## config.mk

```make
export PLATFORM = sky130hd
export DESIGN_NAME = mfr_queue
export DESIGN_NICKNAME = d
export VERILOG_FILES = /design/src/hw/rtl/mfr_queue.sv
export SDC_FILE = /design/constraint.sdc
export NUM_CORES = 1
export LEC_CHECK = 0
export ABC_AREA = 1
export BUFFER_PORTS_ARGS = -buffer_cell sky130_fd_sc_hd__clkbuf_2
export CORE_AREA = 2 2 39 41
export CTS_CLUSTER_DIAMETER = 80
export DETAILED_ROUTE_END_ITERATION = 10
export DIE_AREA = 0 0 41 43
export MAX_ROUTING_LAYER = met4
export PLACE_DENSITY = 0.43
export SYNTH_ARGS = -nofsm -noshare
export SYNTH_HDL_FRONTEND = slang
export SYNTH_SLANG_ARGS = --single-unit
```

## constraint.sdc

```tcl
create_clock -name clk_i -period 1.6 [get_ports clk_i]
set_input_delay 0.08 -clock clk_i [delete_from_list [all_inputs] [get_ports clk_i]]
set_output_delay 0.08 -clock clk_i [all_outputs]
set_load 0.05 [all_outputs]
```

## src/hw/rtl/mfr_queue.sv

```systemverilog
// small queue with registered entries
`timescale 1ns / 1ps

module mfr_queue #(
  parameter type T     = logic,
  parameter int  DEPTH = 2
) (
  input  logic clk_i,
  input  logic rst_ni,
  input  logic push_i,
  input  T     data_i,
  input  logic pop_i,
  output T     head_o,
  output logic full_o,
  output logic empty_o
);

  localparam int PTR_W = (DEPTH > 1) ? $clog2(DEPTH) : 1;
  localparam int CNT_W = $clog2(DEPTH + 1);

  T                 mem_q [DEPTH];
  logic [PTR_W-1:0] wr_q, wr_d, rd_q, rd_d;
  logic [CNT_W-1:0] cnt_q, cnt_d;
  logic             do_push, do_pop;

  // flags
  assign full_o  = (cnt_q == CNT_W'(DEPTH));
  assign empty_o = (cnt_q == '0);
  assign do_push = push_i && !full_o;
  assign do_pop  = pop_i && !empty_o;
  assign head_o  = mem_q[rd_q];

  // pointer and count update
  always_comb begin
    wr_d  = wr_q;
    rd_d  = rd_q;
    cnt_d = cnt_q;
    if (do_push) begin
      wr_d = (wr_q == PTR_W'(DEPTH - 1)) ? '0 : wr_q + 1'b1;
    end
    if (do_pop) begin
      rd_d = (rd_q == PTR_W'(DEPTH - 1)) ? '0 : rd_q + 1'b1;
    end
    if (do_push && !do_pop) begin
      cnt_d = cnt_q + 1'b1;
    end else if (do_pop && !do_push) begin
      cnt_d = cnt_q - 1'b1;
    end
  end

  always_ff @(posedge clk_i or negedge rst_ni) begin
    if (!rst_ni) begin
      wr_q  <= '0;
      rd_q  <= '0;
      cnt_q <= '0;
    end else begin
      wr_q  <= wr_d;
      rd_q  <= rd_d;
      cnt_q <= cnt_d;
    end
  end

  // entry storage
  always_ff @(posedge clk_i) begin
    if (do_push) begin
      mem_q[wr_q] <= data_i;
    end
  end

endmodule

```

==> results.rst <==
.. list-table::
   :header-rows: 1

   * - Metric
     - Value
   * - Number of H-tree branching levels
     - 1
   * - Latest clock arrival within the worst-skew pair
     - 250 ps
   * - Maximum buffer depth of the clock tree
     - 2
   * - Boundary pin count
     - 8
   * - CP Launch Type
     - flop
   * - Vertical die dimension
     - 43 um
   * - Clock tree from TritonCTS
     - yes
   * - Max IR drop VDD
     - 599 uV
   * - Final layout net count
     - 56
   * - Total cell area at the placement stage
     - 365 um^2
   * - Count of TritonRoute iterations in the first routing pass
     - 2
   * - Max stage delay on crit path
     - 470 ps
   * - Library cell with the largest summed area after synthesis
     - dfrtp_1
   * - Time the worst path needs with I/O delays and setup
     - 1400 ps
   * - Worst-case clock skew
     - 7.97 ps
   * - Minimum setup slack among reg-to-reg paths
     - 200 ps
   * - Count of vias placed by the detailed router
     - 258
   * - Most used flip-flop cell after synthesis
     - dfrtp_1
   * - Setup Crit Path Kind
     - flop to flop
   * - Synth Net Count
     - 43
   * - Die X
     - 41 um
   * - Yosys Warn Count
     - 0
   * - Count of endpoints failing hold in the final timing report
     - 0
   * - Resized cells post-CTS
     - 0
   * - Measured slew at the worst slew-check pin
     - 275 ps
   * - Class of the most critical hold timing path
     - input pin to flop
   * - Residual overflow from global routing
     - 0
   * - TritonCTS Sinks
     - 6
   * - Mean area per synthesized cell
     - 8.25 um^2
   * - Root buffer cell
     - clkbuf_4
   * - Cts bufs inserted
     - 3
   * - Critical path launch point
     - cnt_q[0]$_DFFE_PN0P_
   * - Post-detailed-route count of antenna-violating nets
     - 0
   * - Count of different cell masters after synthesis
     - 12
   * - Number of pins exceeding their max-slew limit in the final report
     - 0
   * - Global-route usage over all layers
     - 9.00%
   * - FFs w/ async S/R, synth
     - 66.7%
   * - Area share of the largest cell type after synthesis
     - 32.8%
   * - Worst path arrival time
     - 1530 ps
   * - Placer Congestion
     - 0.740
   * - Ordered list of cells on the worst path
     - o21ai_0 -> ha_1 -> inv_1 -> nand3_1 -> nand2_1 -> nand2_1
   * - Register bit count reported by yosys
     - 6
   * - Non-Filler Cell Area, Final
     - 402 um^2
   * - Top-count cell post-synth
     - nand2_1
   * - Post-CTS clock slew at the launch and capture registers of the worst setup and hold paths
     - 50 ps
   * - Number of buffers added on ports
     - 7
   * - Fraction of layout cells with a size suffix above 1
     - 24.5%
   * - Fmax
     - 714 MHz
   * - Result of the run
     - completed
   * - Number of rows created at floorplan
     - 14
   * - Max Fanout on Critical Path
     - 7
   * - Max-cap viol count
     - 0
   * - Number of global-route vias before repair
     - 235
   * - Sequential-to-total area share from yosys stat
     - 52.5%
   * - Starting density of the core
     - 22.1%
   * - Cell family with the largest share of critical-path delay
     - flip-flops
   * - Post-detailed-placement half-perimeter wirelength
     - 436 um
   * - Global-route wire length before repair
     - 917 um
   * - Core Area
     - 1380 um^2
   * - Pwr Density
     - 2170 nW/um^2
   * - Final-report setup violation count
     - 0
   * - DR iter-0 viols
     - 2
   * - Worst R2R Start
     - cnt_q[0]$_DFFE_PN0P_
   * - Total die area
     - 1760 um^2
   * - Detailed-route wire length
     - 569 um
   * - Leading cell types by total area after synthesis
     - dfrtp_1, edfxtp_1, nand2_1
   * - Diodes inserted
     - 0
   * - Post-CTS setup buffer count
     - 0
   * - Buf+Inv Stages, Crit Path
     - 1
   * - Maximum number of pins on one net before global-route repair
     - 8
   * - Endpoint of the worst-slack reg-to-reg timing path
     - cnt_q[1]$_DFFE_PN0P_
   * - Logic depth of the worst register-to-register path
     - 6
   * - Kind of end point of the critical path
     - flop
   * - Cell count after synthesis
     - 37
   * - Required time at the worst-slack endpoint
     - 1730 ps
   * - DRC violations left
     - 0
   * - Hold-critical path endpoint
     - mem_q[1]$_DFFE_PP_
   * - Cell Area, Synth
     - 305 um^2
   * - Worst slew margin relative to its limit
     - 81.6%
   * - Initial antenna violation count
     - 0
   * - Post-route fraction of the period consumed by the critical path
     - 87.5%
   * - Routed wirelength normalized by instance count
     - 8.75 um
   * - Unrepaired setup endpoints after global routing
     - false
   * - Cells on Worst Hold Path
     - 1
   * - Slowest cell on the critical path
     - dfrtp_1
   * - Pleak
     - 0.217 nW
   * - Top cell types by occurrence after synthesis
     - nand2_1, inv_1, dfrtp_1
   * - Start point of the worst hold path
     - data_i
   * - Critical path's most frequent cell
     - nand2_1
   * - Layout overhead on the synthesized area
     - 31.6%
   * - Average vias per placed instance
     - 3.97
   * - Setup Total Neg Slack
     - 0 ps
   * - Post-synth EDFFs
     - 2
   * - Number of hold buffers added after cts
     - 1
-- how the worst max path moves through the flow --
stage                                 endpoint  slack (ps)  depth (start not counted)
final                     cnt_q[1]$_DFFE_PN0P_         200                          6
after global routing      cnt_q[1]$_DFFE_PN0P_          80                          6
after CTS                 cnt_q[1]$_DFFE_PN0P_         190                          6
after detailed placement  cnt_q[1]$_DFFE_PN0P_         200                          6
after global placement    cnt_q[1]$_DFFE_PN0P_         240                          6
after floorplan               rd_q$_DFFE_PN0P_         120                          3
-- cells in the final DEF, fill, tap and decap left out, drive strengths merged --
cell and instances:
nand3b 1, dlygate4sd3 1, inv 8, clkbuf 11, xnor2 1, nand3 1, nor2 4, ha 1
dfrtp 4, o21ai 2, edfxtp 2, nand2 12, nand4 1
-- sequential cells by signal, summed over array words and instances, names as in the netlist --
signal and count:
rd_q 1, cnt_q 2, wr_q 1, mem_q 2
-- where the power goes --
group	internal [W]	switching [W]	leakage (nW)
Clock	0.0000947	0.0000586	0.0150
Combinational	0.000131	0.000294	0.136
Sequential	0.000227	0.0000646	0.0665
-- final cells by class --
| class | count | area [um^2] |
|---|---|---|
| Inverter | 8 | 30.0 |
| Sequential cell | 6 | 160 |
| Tap cell | 16 | 20.0 |
| Clock buffer | 4 | 26.3 |
| Multi-Input combinational cell | 23 | 120 |
| Timing Repair Buffer | 8 | 45.0 |
| Fill cell | 161 | 982 |
-- stage by stage --
| stage | cells | hold WS, ps | power, W | worst slack [ps] | util [%] |
|---|---|---|---|---|---|
| after global routing | 65 | 21.0 | 0.000951 | 79.6 | 29.0 |
| after detailed placement | 60 | -106 | 0.000720 | 201 | 26.4 |
| after global placement | 60 | -108 | 0.000717 | 243 | 26.4 |
| final | 65 | 38.4 | 0.000870 | 200 | 29.0 |
| after floorplan | 37 | -216 | 0.000630 | 115 | - |
| after CTS | 65 | 28.4 | 0.000884 | 191 | 29.0 |
-- per-layer routing --
metal / GRT usage (%) / vias up / wire [um] / share of wire, %
met2: 10.3 / 7 / 267 / 47
met3: 1.57 / 2 / 23 / 4.0
met5: - / - / 0 / 0
li1: - / 139 / - / -
met4: 14.0 / 0 / 19 / 3.3
met1: 9.80 / 110 / 259 / 46
-- kinds of logic after synthesis --
logic type,count (synthesis),synth area share [%]
DFF,6,52.5
AOI/OAI and AO/OA,2,3.28
buffers and inverters,8,9.84
xor gates and xnor gates,1,2.87
and+or+nand+nor,19,27.5
adders and majority gates,1,4.10
(Power assumes the default switching activity.)
